[src/rtl/flbcc_pkg.sv]
`timescale 1ns / 1ps

package flbcc_pkg;

    // field widths
    localparam int PIX_W      = 8;
    localparam int COL_W      = 7;
    localparam int ROW_W      = 7;
    localparam int INT_W      = 16;
    localparam int COEF_W     = 17;
    localparam int WGT_W      = 25;
    localparam int PROD_W     = 32;
    localparam int FRAC_W     = 8;
    localparam int IP_PROD_W  = 24;

    // channels and lut geometry
    localparam int CH_NUM      = 3;
    localparam int CH_W        = 2;
    localparam int LUT_ENTRIES = 257;
    localparam int LUT_AW      = $clog2(LUT_ENTRIES);
    localparam int LUT_DW      = 15;

    // matrix size
    localparam int MAX_COLUMNS = 128;
    localparam int MAX_ROWS    = 128;

    // stream and register port widths
    localparam int IN_DATA_W  = 88;
    localparam int IN_USER_W  = 1;
    localparam int OUT_DATA_W = 48;
    localparam int CFG_IDX_W  = 2;

    // register indexes
    localparam logic [CFG_IDX_W-1:0] REG_COEF      = 2'd0;
    localparam logic [CFG_IDX_W-1:0] REG_NO_INTERP = 2'd1;
    localparam logic [CFG_IDX_W-1:0] REG_NO_DITHER = 2'd2;

    // beat kinds
    localparam logic OP_PIXEL  = 1'b0;
    localparam logic OP_LUT_WR = 1'b1;

    // arithmetic constants
    localparam logic [COEF_W-1:0] COEF_ONE    = 17'h10000;
    localparam logic [8:0]        BLEND_SCALE = 9'd257;
    localparam logic [8:0]        FRAC_ONE    = 9'd256;
    localparam logic [INT_W-1:0]  DITHER_MASK = 16'hff00;
    localparam logic [INT_W-1:0]  FIRST_PIXEL = 16'hffff;

    typedef logic [PIX_W-1:0]  t_pix;
    typedef logic [INT_W-1:0]  t_int;
    typedef logic [LUT_DW-1:0] t_lut;
    typedef logic [FRAC_W-1:0] t_frac;

    // control that travels with each beat down the pipeline
    typedef struct packed {
        logic pix;      // pixel inside the matrix, gives a result
        logic wr;       // valid lut entry write
        logic first;    // pixel at column 0, row 0
    } t_ctl;

    typedef struct packed {
        logic [CH_W-1:0]   ch;
        logic [LUT_AW-1:0] idx;
        t_lut              val;
    } t_lut_wr;

endpackage

[src/rtl/flbcc_interp.sv]
`timescale 1ns / 1ps

module flbcc_interp (
    input  logic                                      i_clk,
    input  logic                                      i_rst_n,
    input  logic                                      i_en,
    input  flbcc_pkg::t_ctl                           i_ctl,
    input  flbcc_pkg::t_lut  [flbcc_pkg::CH_NUM-1:0]  i_lo,
    input  flbcc_pkg::t_lut  [flbcc_pkg::CH_NUM-1:0]  i_hi,
    input  flbcc_pkg::t_frac [flbcc_pkg::CH_NUM-1:0]  i_frac,
    input  logic                                      i_no_dither,
    output logic                                      o_vld,
    output flbcc_pkg::t_int  [flbcc_pkg::CH_NUM-1:0]  o_level
);

    flbcc_pkg::t_ctl                          r_s5_ctl;
    logic [flbcc_pkg::IP_PROD_W-1:0]          r_s5_lp [flbcc_pkg::CH_NUM];
    logic [flbcc_pkg::IP_PROD_W-1:0]          r_s5_hp [flbcc_pkg::CH_NUM];
    logic [flbcc_pkg::IP_PROD_W-1:0]          n_sum   [flbcc_pkg::CH_NUM];
    flbcc_pkg::t_int [flbcc_pkg::CH_NUM-1:0]  n_level;
    flbcc_pkg::t_int [flbcc_pkg::CH_NUM-1:0]  r_s6_level;
    logic                                     r_s6_vld;

    // valid of the two interpolation stages
    always_ff @(posedge i_clk) begin
        if (!i_rst_n) begin
            r_s5_ctl <= '0;
            r_s6_vld <= 1'b0;
        end else if (i_en) begin
            r_s5_ctl <= i_ctl;
            r_s6_vld <= r_s5_ctl.pix;
        end
    end

    // weighted sum, scaling and dither mode handling
    always_comb begin
        for (int k = 0; k < flbcc_pkg::CH_NUM; k++) begin
            n_sum[k]   = r_s5_lp[k] + r_s5_hp[k];
            n_level[k] = n_sum[k][22:7];
            if (i_no_dither) begin
                n_level[k] = n_level[k] & flbcc_pkg::DITHER_MASK;
                if (r_s5_ctl.first) begin
                    n_level[k] = flbcc_pkg::FIRST_PIXEL;
                end
            end
        end
    end

    // products of neighbor entries with their weights, then the result
    always_ff @(posedge i_clk) begin
        if (i_en) begin
            for (int k = 0; k < flbcc_pkg::CH_NUM; k++) begin
                r_s5_lp[k] <= flbcc_pkg::IP_PROD_W'(i_lo[k])
                            * flbcc_pkg::IP_PROD_W'(flbcc_pkg::FRAC_ONE - {1'b0, i_frac[k]});
                r_s5_hp[k] <= flbcc_pkg::IP_PROD_W'(i_hi[k])
                            * flbcc_pkg::IP_PROD_W'(i_frac[k]);
            end
            r_s6_level <= n_level;
        end
    end

    assign o_vld   = r_s6_vld;
    assign o_level = r_s6_level;

endmodule
[config.mk]
export PLATFORM = sky130hd
export DESIGN_NAME = flbcc_interp
export DESIGN_NICKNAME = d
export VERILOG_FILES = /design/src/rtl/flbcc_pkg.sv /design/src/rtl/flbcc_interp.sv
export SDC_FILE = /design/constraint.sdc
export NUM_CORES = 2
export LEC_CHECK = 0
export BUFFER_PORTS_ARGS = -buffer_cell sky130_fd_sc_hd__clkbuf_2
export CORE_ASPECT_RATIO = 1.4
export CORE_UTILIZATION = 50
export DETAILED_ROUTE_END_ITERATION = 10
export GPL_TIMING_DRIVEN = 0
export HOLD_SLACK_MARGIN = 0.02
export MAX_ROUTING_LAYER = met4
export PLACE_DENSITY_LB_ADDON = 0.2
export SLEW_MARGIN = 10
export SYNTH_ARGS = -nofsm -noshare
export SYNTH_HDL_FRONTEND = slang
export SYNTH_SLANG_ARGS = --single-unit
[constraint.sdc]
create_clock -name i_clk -period 12.3 [get_ports i_clk]
set_clock_uncertainty 0.1 [all_clocks]
set_input_delay 1.23 -clock i_clk [delete_from_list [all_inputs] [get_ports i_clk]]
set_output_delay 1.23 -clock i_clk [all_outputs]
set_load 0.005 [all_outputs]
Word-level counts from Yosys, hierarchy flattened
Memory sizes are Yosys's and may differ from the RTL's.
Cells that the tools add are included.
Widths: inputs -> output; s select.
- $mul: 6
- mux-type cells: 8
- add/sub/neg operators: 6
- operator list (operator ; count):
    $mux 16 ; 6
    $mul 16x10->24 ; 3
    $add 23x23->23 ; 3
    $mul 15x8->23 ; 3
    $sub 9x8->10 const A ; 3
    $mux 1 ; 2
- bits of input ports: 121
- output and inout bits: 49
- memory bits (writable): 141
- flip-flop bits (word level): 51
- word-level logic and storage cells: 28
- memories kept: 2
- memories (memory ; words ; bits a word ; read ports ; clocked after memory_dff ; wr ports ; RTL line ; RTL):
    r_s5_lp ; 3 ; 24 ; 3 ; 0 ; 3 ; flbcc_interp.sv:17 ; logic [flbcc_pkg::IP_PROD_W-1:0] r_s5_lp [flbcc_pkg::CH_NUM];
    r_s5_hp ; 3 ; 23 ; 3 ; 0 ; 3 ; flbcc_interp.sv:18 ; logic [flbcc_pkg::IP_PROD_W-1:0] r_s5_hp [flbcc_pkg::CH_NUM];

Longest topological paths before layout
An unclocked memory read counts as a cell.
- depth in word-level cells: 4
- gate-level depth with buffers: 25

Worst setup path before layout
OpenSTA, ideal clock, no wires.
- path kind: input to register
- start: in i_frac[2] in the netlist's numbering
- end: mem r_s5_lp[0][22] in the netlist's numbering (data pin)
- library setup time: 0.259 ns
- path buffers: 2
- slack: 5.246 ns
- data required time: 11.941 ns
- stages: 23
- arrival time: 6.695 ns
- path through: clkbuf_1 nor2_1 nand2_1 or3_1 xor2_1 clkbuf_1 and2_1 fa_1 fa_1 fa_1 fa_1 inv_1 fa_1 inv_1 ha_1 nand2_1 nor2_1 a2111oi_0 o41ai_1 a211o_1 a31oi_1 a21oi_1 xnor2_1
- RTL lines (element ; RTL line ; RTL):
    from (decl) ; flbcc_interp.sv:10 ; input flbcc_pkg::t_frac [flbcc_pkg::CH_NUM-1:0] i_frac,
    to (decl) ; flbcc_interp.sv:17 ;

==> results.sh <==
export IMPL_status="completed"
export IMPL_antenna_found_initial=2
export IMPL_grt_overflow=0
export IMPL_setup_viol=0
export IMPL_place_ws_ns=4.18
export IMPL_fp_row_count=110
export IMPL_io_buffers=140
export IMPL_yosysTopAreaCellShare=0.307
export IMPL_grt_usage=0.251
export IMPL_fmax_mhz=130
export IMPL_fin_nets=4532
export IMPL_vias=23303
export IMPL_clock_insertion_delay_worst_skew_ns=0.46
export IMPL_cp_start_kind="primary input"
export IMPL_start_util=0.505
export IMPL_syn_nets=4372
export IMPL_maxSlewHeadroom=0.340
export IMPL_timing_hold_ws_ns=0.430
export IMPL_worstPathMaxFanout=10
export IMPL_end_kind="flip-flop"
export IMPL_layout_common_cells="inv_1, fa_1, nand2_1"
export IMPL_layout_commonest_cell="inv_1"
export IMPL_startpoint="i_frac[1]"
export IMPL_cts_made_buffers=17
export IMPL_synth_distinct_cells=69
export IMPL_hp_start="o_vld"
export IMPL_drt_wl_total_um=75400
export IMPL_cts_tree="built"
export IMPL_ios=170
export IMPL_dp_hpwl_um=63800
export IMPL_clock_path_buffers=2
export IMPL_peakVddDrop_uv=141
export IMPL_period_needed_ns=7.67
export IMPL_power_density_mw_per_mm2=231
export IMPL_holdBufCountCts=0
export IMPL_syn_mean_instance_area_um2=9.64
export IMPL_rr_startpoint="r_s5_hp[0][25]"
export IMPL_synthDominantAreaCellType="fa_1"
export IMPL_area_growth_pct=7.45
export IMPL_power_w=0.00804
export IMPL_core_area_mm2=0.0643
export IMPL_cts_clk_slew_worst_paths_ns=0.08
export IMPL_first_pass_iters=5
export IMPL_grt_max_degree=106
export IMPL_synth_edf_count=186
export IMPL_vias_per_cell=5.32
export IMPL_total_leakage_power_nw=16.9
export IMPL_ys_warn_count=0
export IMPL_synth_top_cells_by_area="fa_1, edfxtp_1, ha_1, and2_1, inv_1"
export IMPL_wl_per_cell_um=17.2
export IMPL_rsz0062_at_grt="no"
export IMPL_tightest_slew_ns=0.982
export IMPL_cts_htree_levels=4
export IMPL_crit_arrival_ns=7.77
export IMPL_synth_seq_area_share=0.174
export IMPL_ant_nets=0
export IMPL_slew_viol_final=0
export IMPL_cts_resized=0
export IMPL_ys_flop_type="edfxtp_1"
export IMPL_drive_gt1_frac=0.0540
export IMPL_grt_pass1_wl_um=126000
export IMPL_grt_pass1_vias=24936
export IMPL_worstPathRequired_ns=12.41
export IMPL_drt_iter0_drc=792
export IMPL_syn_inst=3366
export IMPL_fp_dieH_um=303
export IMPL_die_area_mm2=0.0659
export IMPL_cts_setup_buffers=0
export IMPL_crit_type="in2reg"
export IMPL_synthArstFlopShare=0
export IMPL_ys_ff_latch=189
export IMPL_fp_dieW_um=217
export IMPL_tns_ns=0
export IMPL_clockRootBuffer="clkbuf_16"
export IMPL_syn_area_mm2=0.0324
export IMPL_hold_violations=0
export IMPL_post_route_drc_count=0
export IMPL_worst_slack_ns=4.63
export IMPL_min_path_type="reg2reg"
export IMPL_finalCritPeriodShare=0.623
export IMPL_cts_sinks=189
export IMPL_gp_congestion=0.895
export IMPL_drv_cap=0
[where the power goes]
group | switching, W | total, W | internal, W
clock network | 0.000272 | 0.000583 | 0.000311
logic | 0.00336 | 0.00594 | 0.00259
registers | 0.000175 | 0.00151 | 0.00134
[sequential cells by signal (all words and copies together) (netlist names)]
signal and flops:
o_vld 1, o_level 48, r_s5_lp 69, r_s5_ctl 2
r_s5_hp 69
[path summary, 6_finish.rpt]
path,depth (start not counted),to,slack (ns)
setup / recovery,25,r_s5_lp[0][22],4.63
hold / removal,2,o_vld,0.43
setup reg to reg,9,o_level[24],9.06
hold reg to reg,2,o_vld,0.43
[worst max-delay path: stages]
cell and delay (ns):
clkbuf_2 0.24, inv_1 0.10, ha_1 0.21, xnor2_1 0.57
clkbuf_1 0.50, nand2_1 0.15, fa_1 0.52, inv_1 0.06
fa_1 0.50, inv_1 0.05, fa_1 0.53, inv_1 0.05
fa_1 0.51, inv_1 0.06, fa_1 0.48, inv_1 0.04
ha_1 0.33, nor2_1 0.05, nor2_1 0.10, o41ai_1 0.10
o41ai_1 0.73, a211o_1 0.22, a31oi_1 0.14, a21oi_1 0.19
xnor2_1 0.09
[cell type report]
type | instances | area (um^2)
Antenna cell | 2 | 5.00
Buffer | 93 | 349
Clock buffer | 17 | 425
Clock inverter | 15 | 200
Fill cell | 5901 | 29400
Inverter | 555 | 2080
Multi-Input combinational cell | 2529 | 24400
Sequential cell | 189 | 5650
Tap cell | 840 | 1050
Timing Repair Buffer | 141 | 737
[metal layers]
metal  routed length, um  vias up  part of all wire  GRT usage
li1                    -    11120                 -          -
met1               29600    11591              0.39      0.285
met2               40600      470              0.54      0.462
met3                2690      122             0.036     0.0192
met4                2580        0             0.034     0.0897
met5                   0        -                 0          -
[cell usage after synthesis, types with 10 or more instances]
cell type,number
nand2_1,435
fa_1,498
nor2_1,80
o21bai_1,22
nand4_1,10
a21o_1,44
nand3_1,38
or3_1,12
and2_1,413
and3_1,17
a211oi_1,22
buf_1,11
clkbuf_1,82
nor2b_1,18
a31oi_1,15
o21a_1,14
xnor2_1,130
a21oi_1,108
ha_1,387
nor3_1,36
xor2_1,40
inv_1,555
edfxtp_1,186
o21ai_0,72
[stage by stage]
step | util | cell area [um^2] | cells
floorplan | - | 32400 | 3366
global placement | 0.532 | 34200 | 4346
detailed placement | 0.533 | 34200 | 4347
CTS | 0.542 | 34900 | 4379
global route | 0.542 | 34900 | 4381
finish | 0.542 | 34900 | 4381
[cells by family after synthesis]
family	count (synthesis)	synth area share
XOR/XNOR	170	0.0459
AND/OR/NAND/NOR	1080	0.166
adder cells (fa/ha/maj)	885	0.456
buffers and inverters	648	0.0750
AO/OA/AOI/OAI	386	0.0803
multiplexers	8	0.00251
flip-flops	189	0.174
Power figures use the tool's default switching activity.
