--- config.mk ---
export PLATFORM = sky130hd
export DESIGN_NAME = flbcc_blend
export DESIGN_NICKNAME = d
export VERILOG_FILES = /design/src/rtl/flbcc_pkg.sv /design/src/rtl/flbcc_blend.sv
export SDC_FILE = /design/constraint.sdc
export NUM_CORES = 2
export LEC_CHECK = 0
export BUFFER_PORTS_ARGS = -buffer_cell sky130_fd_sc_hd__buf_4
export CAP_MARGIN = 20
export CORE_UTILIZATION = 45
export DETAILED_ROUTE_END_ITERATION = 8
export SYNTH_ARGS = -nofsm -noshare
export SYNTH_HDL_FRONTEND = slang
export SYNTH_SLANG_ARGS = --single-unit
--- constraint.sdc ---
create_clock -name i_clk -period 9.6 [get_ports i_clk]
set_input_delay 0.96 -clock i_clk [delete_from_list [all_inputs] [get_ports i_clk]]
set_output_delay 0.96 -clock i_clk [all_outputs]
set_load 0.03 [all_outputs]
--- src/rtl/flbcc_pkg.sv ---
`timescale 1ns / 1ps

package flbcc_pkg;

    // field widths
    localparam int PIX_W      = 8;
    localparam int COL_W      = 7;
    localparam int ROW_W      = 7;
    localparam int INT_W      = 16;
    localparam int COEF_W     = 17;
    localparam int WGT_W      = 25;
    localparam int PROD_W     = 32;
    localparam int FRAC_W     = 8;
    localparam int IP_PROD_W  = 24;

    // channels and lut geometry
    localparam int CH_NUM      = 3;
    localparam int CH_W        = 2;
    localparam int LUT_ENTRIES = 257;
    localparam int LUT_AW      = $clog2(LUT_ENTRIES);
    localparam int LUT_DW      = 15;

    // matrix size
    localparam int MAX_COLUMNS = 128;
    localparam int MAX_ROWS    = 128;

    // stream and register port widths
    localparam int IN_DATA_W  = 88;
    localparam int IN_USER_W  = 1;
    localparam int OUT_DATA_W = 48;
    localparam int CFG_IDX_W  = 2;

    // register indexes
    localparam logic [CFG_IDX_W-1:0] REG_COEF      = 2'd0;
    localparam logic [CFG_IDX_W-1:0] REG_NO_INTERP = 2'd1;
    localparam logic [CFG_IDX_W-1:0] REG_NO_DITHER = 2'd2;

    // beat kinds
    localparam logic OP_PIXEL  = 1'b0;
    localparam logic OP_LUT_WR = 1'b1;

    // arithmetic constants
    localparam logic [COEF_W-1:0] COEF_ONE    = 17'h10000;
    localparam logic [8:0]        BLEND_SCALE = 9'd257;
    localparam logic [8:0]        FRAC_ONE    = 9'd256;
    localparam logic [INT_W-1:0]  DITHER_MASK = 16'hff00;
    localparam logic [INT_W-1:0]  FIRST_PIXEL = 16'hffff;

    typedef logic [PIX_W-1:0]  t_pix;
    typedef logic [INT_W-1:0]  t_int;
    typedef logic [LUT_DW-1:0] t_lut;
    typedef logic [FRAC_W-1:0] t_frac;

    // control that travels with each beat down the pipeline
    typedef struct packed {
        logic pix;      // pixel inside the matrix, gives a result
        logic wr;       // valid lut entry write
        logic first;    // pixel at column 0, row 0
    } t_ctl;

    typedef struct packed {
        logic [CH_W-1:0]   ch;
        logic [LUT_AW-1:0] idx;
        t_lut              val;
    } t_lut_wr;

endpackage

--- src/rtl/flbcc_blend.sv ---
`timescale 1ns / 1ps

module flbcc_blend (
    input  logic                                      i_clk,
    input  logic                                      i_rst_n,
    input  logic                                      i_en,
    input  logic                                      i_vld,
    input  logic                                      i_op,
    input  logic [flbcc_pkg::COL_W-1:0]               i_column,
    input  logic [flbcc_pkg::ROW_W-1:0]               i_row,
    input  flbcc_pkg::t_pix [flbcc_pkg::CH_NUM-1:0]   i_prev,
    input  flbcc_pkg::t_pix [flbcc_pkg::CH_NUM-1:0]   i_next,
    input  flbcc_pkg::t_lut_wr                        i_lut_wr,
    input  logic [flbcc_pkg::COEF_W-1:0]              i_coef,
    input  logic                                      i_no_interp,
    output flbcc_pkg::t_ctl                           o_ctl,
    output flbcc_pkg::t_lut_wr                        o_lut_wr,
    output flbcc_pkg::t_int [flbcc_pkg::CH_NUM-1:0]   o_level
);

    logic [flbcc_pkg::COEF_W-1:0] c_eff;
    logic [flbcc_pkg::WGT_W-1:0]  n_wp, n_wn;
    logic [flbcc_pkg::WGT_W-1:0]  r_wp, r_wn;
    flbcc_pkg::t_ctl              n_s1_ctl;

    flbcc_pkg::t_ctl                              r_s1_ctl;
    flbcc_pkg::t_lut_wr                           r_s1_wr;
    flbcc_pkg::t_pix [flbcc_pkg::CH_NUM-1:0]      r_s1_prev, r_s1_next;

    flbcc_pkg::t_ctl                              r_s2_ctl;
    flbcc_pkg::t_lut_wr                           r_s2_wr;
    logic [flbcc_pkg::PROD_W-1:0]                 r_s2_pp [flbcc_pkg::CH_NUM];
    logic [flbcc_pkg::PROD_W-1:0]                 r_s2_np [flbcc_pkg::CH_NUM];
    logic [flbcc_pkg::PROD_W:0]                   n_sum   [flbcc_pkg::CH_NUM];

    flbcc_pkg::t_ctl                              r_s3_ctl;
    flbcc_pkg::t_lut_wr                           r_s3_wr;
    flbcc_pkg::t_int [flbcc_pkg::CH_NUM-1:0]      r_s3_level;

    // effective coefficient: one in no-interpolation mode, else saturated to one
    always_comb begin
        priority if (i_no_interp) begin
            c_eff = flbcc_pkg::COEF_ONE;
        end else if (i_coef > flbcc_pkg::COEF_ONE) begin
            c_eff = flbcc_pkg::COEF_ONE;
        end else begin
            c_eff = i_coef;
        end
    end

    // blend weights; the user keeps them static while beats are in flight, the block does not enforce it
    assign n_wp = flbcc_pkg::WGT_W'(flbcc_pkg::COEF_ONE - c_eff)
                * flbcc_pkg::WGT_W'(flbcc_pkg::BLEND_SCALE);
    assign n_wn = flbcc_pkg::WGT_W'(c_eff) * flbcc_pkg::WGT_W'(flbcc_pkg::BLEND_SCALE);

    always_ff @(posedge i_clk) begin
        r_wp <= n_wp;
        r_wn <= n_wn;
    end

    // beat classification at entry
    always_comb begin
        n_s1_ctl.pix   = i_vld && (i_op == flbcc_pkg::OP_PIXEL)
                      && (int'(i_column) < flbcc_pkg::MAX_COLUMNS)
                      && (int'(i_row) < flbcc_pkg::MAX_ROWS);
        n_s1_ctl.wr    = i_vld && (i_op == flbcc_pkg::OP_LUT_WR)
                      && (int'(i_lut_wr.ch) < flbcc_pkg::CH_NUM)
                      && (int'(i_lut_wr.idx) < flbcc_pkg::LUT_ENTRIES);
        n_s1_ctl.first = (i_column == '0) && (i_row == '0);
    end

    // control of stages one to three
    always_ff @(posedge i_clk) begin
        if (!i_rst_n) begin
            r_s1_ctl <= '0;
            r_s2_ctl <= '0;
            r_s3_ctl <= '0;
        end else if (i_en) begin
            r_s1_ctl <= n_s1_ctl;
            r_s2_ctl <= r_s1_ctl;
            r_s3_ctl <= r_s2_ctl;
        end
    end

    // stage sums of the two products
    always_comb begin
        for (int k = 0; k < flbcc_pkg::CH_NUM; k++) begin
            n_sum[k] = {1'b0, r_s2_pp[k]} + {1'b0, r_s2_np[k]};
        end
    end

    // payload: capture, multiply, sum and scale
    always_ff @(posedge i_clk) begin
        if (i_en) begin
            r_s1_wr   <= i_lut_wr;
            r_s1_prev <= i_prev;
            r_s1_next <= i_next;
            r_s2_wr   <= r_s1_wr;
            r_s3_wr   <= r_s2_wr;
            for (int k = 0; k < flbcc_pkg::CH_NUM; k++) begin
                r_s2_pp[k]    <= flbcc_pkg::PROD_W'(r_s1_prev[k]) * flbcc_pkg::PROD_W'(r_wp);
                r_s2_np[k]    <= flbcc_pkg::PROD_W'(r_s1_next[k]) * flbcc_pkg::PROD_W'(r_wn);
                r_s3_level[k] <= n_sum[k][31:16];
            end
        end
    end

    assign o_ctl    = r_s3_ctl;
    assign o_lut_wr = r_s3_wr;
    assign o_level  = r_s3_level;

endmodule

Yosys cells after proc, flatten, opt, wreduce, memory -nomap -nowiden
Memories as Yosys holds them, arrays and structs flattened.
Cells that the tools add are included.
{ "word_totals": {"ramBits": 192, "latchBits": 0, "rom_bits": 0, "n_memories": 2, "out_inout_bits": 77, "wordCells": 58, "in_bits": 111, "regBits": 233} }
{ "classes": {"n_shift": 0, "bitwise_logic": 1, "muxes": 4, "n_eq_ne": 0, "n_mul": 8, "n_addsub": 4, "n_div": 0, "order_cmp": 3, "n_reduce_logical": 7} }
{ "mem_list": {"columns": ["memory", "depth", "word_bits", "read_ports", "rd_ports_with_merged_regs", "write_ports", "line", "rtl"], "rows": [
  ["r_s2_np", 3, 32, 3, 0, 3, "flbcc_blend.sv:33", "logic [flbcc_pkg::PROD_W-1:0] r_s2_np [flbcc_pkg::CH_NUM];"],
  ["r_s2_pp", 3, 32, 3, 0, 3, "flbcc_blend.sv:32", "logic [flbcc_pkg::PROD_W-1:0] r_s2_pp [flbcc_pkg::CH_NUM];"]
]} }
{ "op_table": {"columns": ["cell", "count"], "rows": [
  ["$mul A8 B25 Y32", 6],
  ["$add A32 B32 Y32", 3],
  ["$mux W17", 2],
  ["$mul A17 B9 Y25 const B", 1],
  ["$mul A18 B10 Y25 const B", 1],
  ["$sub A17 B17 Y18 const A", 1],
  ["$gt A17 B17 Y1 const B", 1],
  ["$logic_not A7 Y1", 2],
  ["$lt A9 B9 Y1 const B", 1],
  ["$logic_and A1 B1 Y1", 5],
  ["$lt A2 B2 Y1 const B", 1],
  ["$mux W1", 2],
  ["$not A1 Y1", 1]
]} }

Depth between registers and ports, before layout
{ "depth": {"depth_word": 5, "ltp_mapped": 26, "ltp_nobuf": 24} }

Least setup slack after synthesis
Ideal clock, no wire load.
{ "synth_timing": {"kind": "input port to flip-flop", "from": "in i_coef[0] (netlist name)", "to": "reg r_wp[24] (netlist name)", "path_buffers": 2, "setup_time_ns": 0.128, "required_ns": 9.472, "path_stages": 25, "arrival_time_ns": 5.788, "setup_slack_ns": 3.684, "cell_sequence": "nor4_2 -> nand2_1 -> nor3_1 -> nand2_1 -> or2_1 -> a21oi_2 -> clkbuf_1 -> nand2_1 -> ha_1 -> clkbuf_1 -> o21ai_0 -> a21oi_1 -> xnor2_1 -> ha_1 -> ha_1 -> a21o_1 -> a21oi_1 -> o21bai_1 -> a21o_1 -> a21oi_1 -> o21ai_0 -> o41ai_1 -> o2111ai_1 -> a21oi_1 -> xnor3_1"} }
{ "synth_via": {"elab_chain_len": 5} }
{ "synth_lines": {"columns": ["item", "line", "rtl"], "rows": [
  ["from (decl)", "flbcc_blend.sv:14", "input logic [flbcc_pkg::COEF_W-1:0] i_coef,"],
  ["$gt A17 B17 Y1", "flbcc_blend.sv:44", "end else if (i_coef > flbcc_pkg::COEF_ONE) begin"],
  ["$mux W17 (*)", "flbcc_blend.sv:44", null],
  ["$mux W17 (*)", "flbcc_blend.sv:42", "priority if (i_no_interp) begin"],
  ["$sub A17 B17 Y18 (*)", "flbcc_blend.sv:52", "assign n_wp = flbcc_pkg::WGT_W'(flbcc_pkg::COEF_ONE - c_eff)"],
  ["$mul A18 B10 Y25 (*)", "flbcc_blend.sv:53", "* flbcc_pkg::WGT_W'(flbcc_pkg::BLEND_SCALE);"],
  ["named net n_wp (one bit)", "flbcc_blend.sv:22", "logic [flbcc_pkg::WGT_W-1:0] n_wp, n_wn;"],
  ["to (signal assigned)", "flbcc_blend.sv:57", "r_wp <= n_wp;"],
  ["to (decl)", "flbcc_blend.sv:23", "logic [flbcc_pkg::WGT_W-1:0] r_wp, r_wn;"]
]} }
Mark *: on every way through the listed nets, which the timed path passes. The rest lies on a longest branch.
A chain may end at the register's enable or synchronous reset.

Final worst setup path
Ends and elaborated chain as after synthesis.

==> run summary <==
synthesized cell area = 53200 um^2
synth unique cells = 71
fin crit period = 6460 ps
Initial Utilization = 45.6%
Final Hold Viols = 0
Final nets = 6738
vias in the first global route = 38.2k
Pwr Density = 347 nW/um^2
CP Cell Sequence = buf_4 > nor4_2 > nand2_1 > nor3_1 > nand2_1 > or2_1 > a21oi_2 > nand2_1 > ha_1 > o21ai_0 > a21oi_1 > xnor2_1 > ha_1 > ha_1 > a21o_1 > a21oi_1 > o21bai_1 > a21o_1 > a21oi_1 > o21ai_0 > o41ai_1 > o2111ai_1 > a21oi_1 > xnor3_1
internal power = 10.4 mW
CTS tree = yes
slew at the pin with the worst max-slew slack = 1160 ps
biggest area consumer among synthesized cells = fa_1
sequential share of the synthesized area = 22.8%
Net Sw Frac = 48.6%
Die Wd = 346 um
first-pass detailed-route iteration total = 5
grt met3 use = 2.93%
Final Util = 49.8%
met2 GRT Util = 38.6%
Vias/cell = 5.23
CTS Sinks = 424
1st-iter DRT viols = 1901
core area = 117000 um^2
layout cells sized above 1 = 6.68%
Max Fclk = 0.155 GHz
Max Transition Viols Final = 0
GPL Wtd Cong = 0.861
GRT Util Overall = 22.3%
largest net degree at the start of global routing = 134
cell mode on critical path = a21oi_1
Final setup viols = 0
crit-path max cell delay = 640 ps
CP max stage cell = a21oi_2
mean area per synthesized cell = 10.1 um^2
EDFF count, synth = 366
Total Neg Setup Slack = 0 ps
DP Wirelength = 96000 um
Max-Cap Viols = 0
CTS Buf Count = 52
Arrival @ worst endpoint = 6980 ps
num ports = 188
crit path launch type = primary input
antenna viol nets, final = 0
post_cts resized = 0
family with the most delay on the worst path = compound AO/OA/AOI/OAI gates
Post-CTS Setup Inserts = 0
DRC viols = 0
outcome = complete, no violations
gr ovfl total = 0
Synth top area share = 31.0%
RSZ-0062 raised after global routing = no
HP Start = r_s2_wr[20]$_DFFE_PP_
area grow syn2layout = 9.28%
die area = 120000 um^2
clk_lat worst skew = 650 ps
commonest cells in the netlist = and2_1 (905), fa_1 (824), inv_1 (815), ha_1 (455), nand2_1 (435)
worst hold path type = flop to flop
WL/cell = 18.7 um
Top Usage Layer GRT = met2
H-tree depth = 2
leakage = 28.0 nW
Post-CTS Hold Fix Bufs = 0
Reg clk slew, reported paths = 60 ps
Rows = 125
fill cell count = 10.8k
grt met1 use = 29.2%
synth warn = 0
CP bufs+invs = 1
Bufs on Longest Clock Path = 3
Comb power frac = 71.5%
Die H = 346 um
most common cell in the synthesized netlist = and2_1
port bufs = 187
Yosys reg bits = 424
Peak VDD IR = 713 uV
RR Startpoint = r_wn[5]$_DFF_P_
first-pass GRT wire length = 209000 um
Synth Flop Type = edfxtp_1
share of flip-flops with an asynchronous set or reset = 0%
sw power = 9.81 mW
Clock Power Share = 10.1%
Synth Instances = 5244
Tcrit/Tclk final = 67.3%
Critical Path Fanout Max = 23
ranking of synthesized cells by area = fa_1 (31%), edfxtp_1 (21%), ha_1 (11%), and2_1 (11%), inv_1 (5.7%)
sequential share of power = 18.4%
Slew HR = 22.8%
Routed WL = 129000 um
skew final = 28.3 ps
antenna violations before repair = 4
Crit. End Element = flop
CTS root buf = clkbuf_16
Crit Path Class = primary input to flop
CP required = 10110 ps
crit path from = i_coef[0]
DR vias = 36.2k
[cell type report]
type                            instances  area (um^2)  share of cell area [%]
Antenna cell                            7         17.5                  0.0301
Timing Repair Buffer                  252         2010                    3.46
Tap cell                             1524         1910                    3.28
Clock inverter                         31          300                   0.516
Multi-Input combinational cell       3803        37200                    64.0
Inverter                              815         3060                    5.26
Clock buffer                           66         1460                    2.51
Sequential cell                       424        12200                    20.9
[registers in the layout (all words and copies together), names as in the netlist, 25 cells and up]
signal,count
r_s1_wr,26
r_wn,25
o_lut_wr,26
r_s2_np,96
r_s2_wr,26
r_s2_pp,96
o_level,48
[power by group through the flow]
stage | logic [mW] | registers [mW] | clock network [mW]
2_1_floorplan | 10.3 | 3.71 | 0
3_3_place_gp | 14.3 | 3.79 | 0
3_5_place_dp | 14.5 | 3.77 | 0
4_1_cts | 14.6 | 3.74 | 2.10
5_1_grt | 16.3 | 3.76 | 2.16
6_report | 14.4 | 3.72 | 2.03
[metal layers]
layer  up-vias  share of wire (%)  routed length (um)
met5         -                  0                   0
met4         0                2.7                3480
met3       149                4.6                5920
met2       676                 50               64000
met1     18500                 43               55700
li1      16900                  -                   -
[worst reg2reg max path, delay by kind of cell, from the launching register on]
| family | cells | cell delay (ps) |
|---|---|---|
| buffers and inverters | 2 | 90 |
| AND/OR/NAND/NOR | 2 | 640 |
| adder cells (fa/ha/maj) | 5 | 2230 |
| XOR/XNOR | 1 | 90 |
| flip-flops | 1 | 1060 |
| AO/OA/AOI/OAI | 8 | 2050 |
[cell usage in the layout (no fill, tap or decap), types with 7 or more instances in the layout]
master / instances
and2_1: 905
fa_1: 824
inv_1: 815
ha_1: 455
nand2_1: 435
edfxtp_1: 366
buf_4: 245
xnor2_1: 166
a21oi_1: 162
nor2_1: 129
o21ai_0: 99
a21o_1: 93
xor2_1: 62
dfxtp_1: 57
clkbuf_16: 56
nor3_1: 53
nand3_1: 42
nor2b_1: 36
nand2b_1: 31
o21a_1: 29
o21bai_1: 28
and3_1: 19
a31oi_1: 16
nand4_1: 15
a211oi_1: 14
o211ai_1: 12
nor4_1: 10
mux2i_1: 10
a21boi_0: 10
or3_1: 9
or4_1: 9
clkinv_2: 9
o31ai_1: 8
a211o_1: 8
a31o_2: 8
clkbuf_1: 8
diode_2: 7
o311ai_0: 7
conb_1: 7
[cells by family after synthesis]
family | after synthesis | synth area share [%]
multiplexers | 11 | 0.209
AND/OR/NAND/NOR | 1718 | 17.4
adder cells (fa/ha/maj) | 1279 | 41.7
buffers and inverters | 1023 | 7.22
XOR/XNOR | 229 | 3.79
flip-flops | 424 | 22.8
other | 1 | 0.00705
AO/OA/AOI/OAI | 559 | 6.83
[metrics by stage]
stage / hold WS [ps] / power [mW] / setup slack [ps] / cell area, um^2 / std cells
finish: 411 / 20.2 / 3140 / 58200 / 6922
global route: 411 / 22.2 / 2700 / 58100 / 6915
CTS: 411 / 20.5 / 3270 / 58100 / 6912
detailed placement: 405 / 18.3 / 2600 / 56300 / 6815
global placement: 401 / 18.1 / 2780 / 56200 / 6813
floorplan: 400 / 14.1 / 3680 / 53200 / 5250
[worst paths after layout]
kind,to,cells after the start,slack (ps)
setup / recovery,r_wp[24]$_DFF_P_,24,3140
hold / removal,o_lut_wr[20]$_DFFE_PP_,0,410
setup reg to reg,r_s2_np[0][95]$_DFFE_PP_,18,3220
hold reg to reg,o_lut_wr[20]$_DFFE_PP_,0,410
Power figures use the tool's default switching activity.
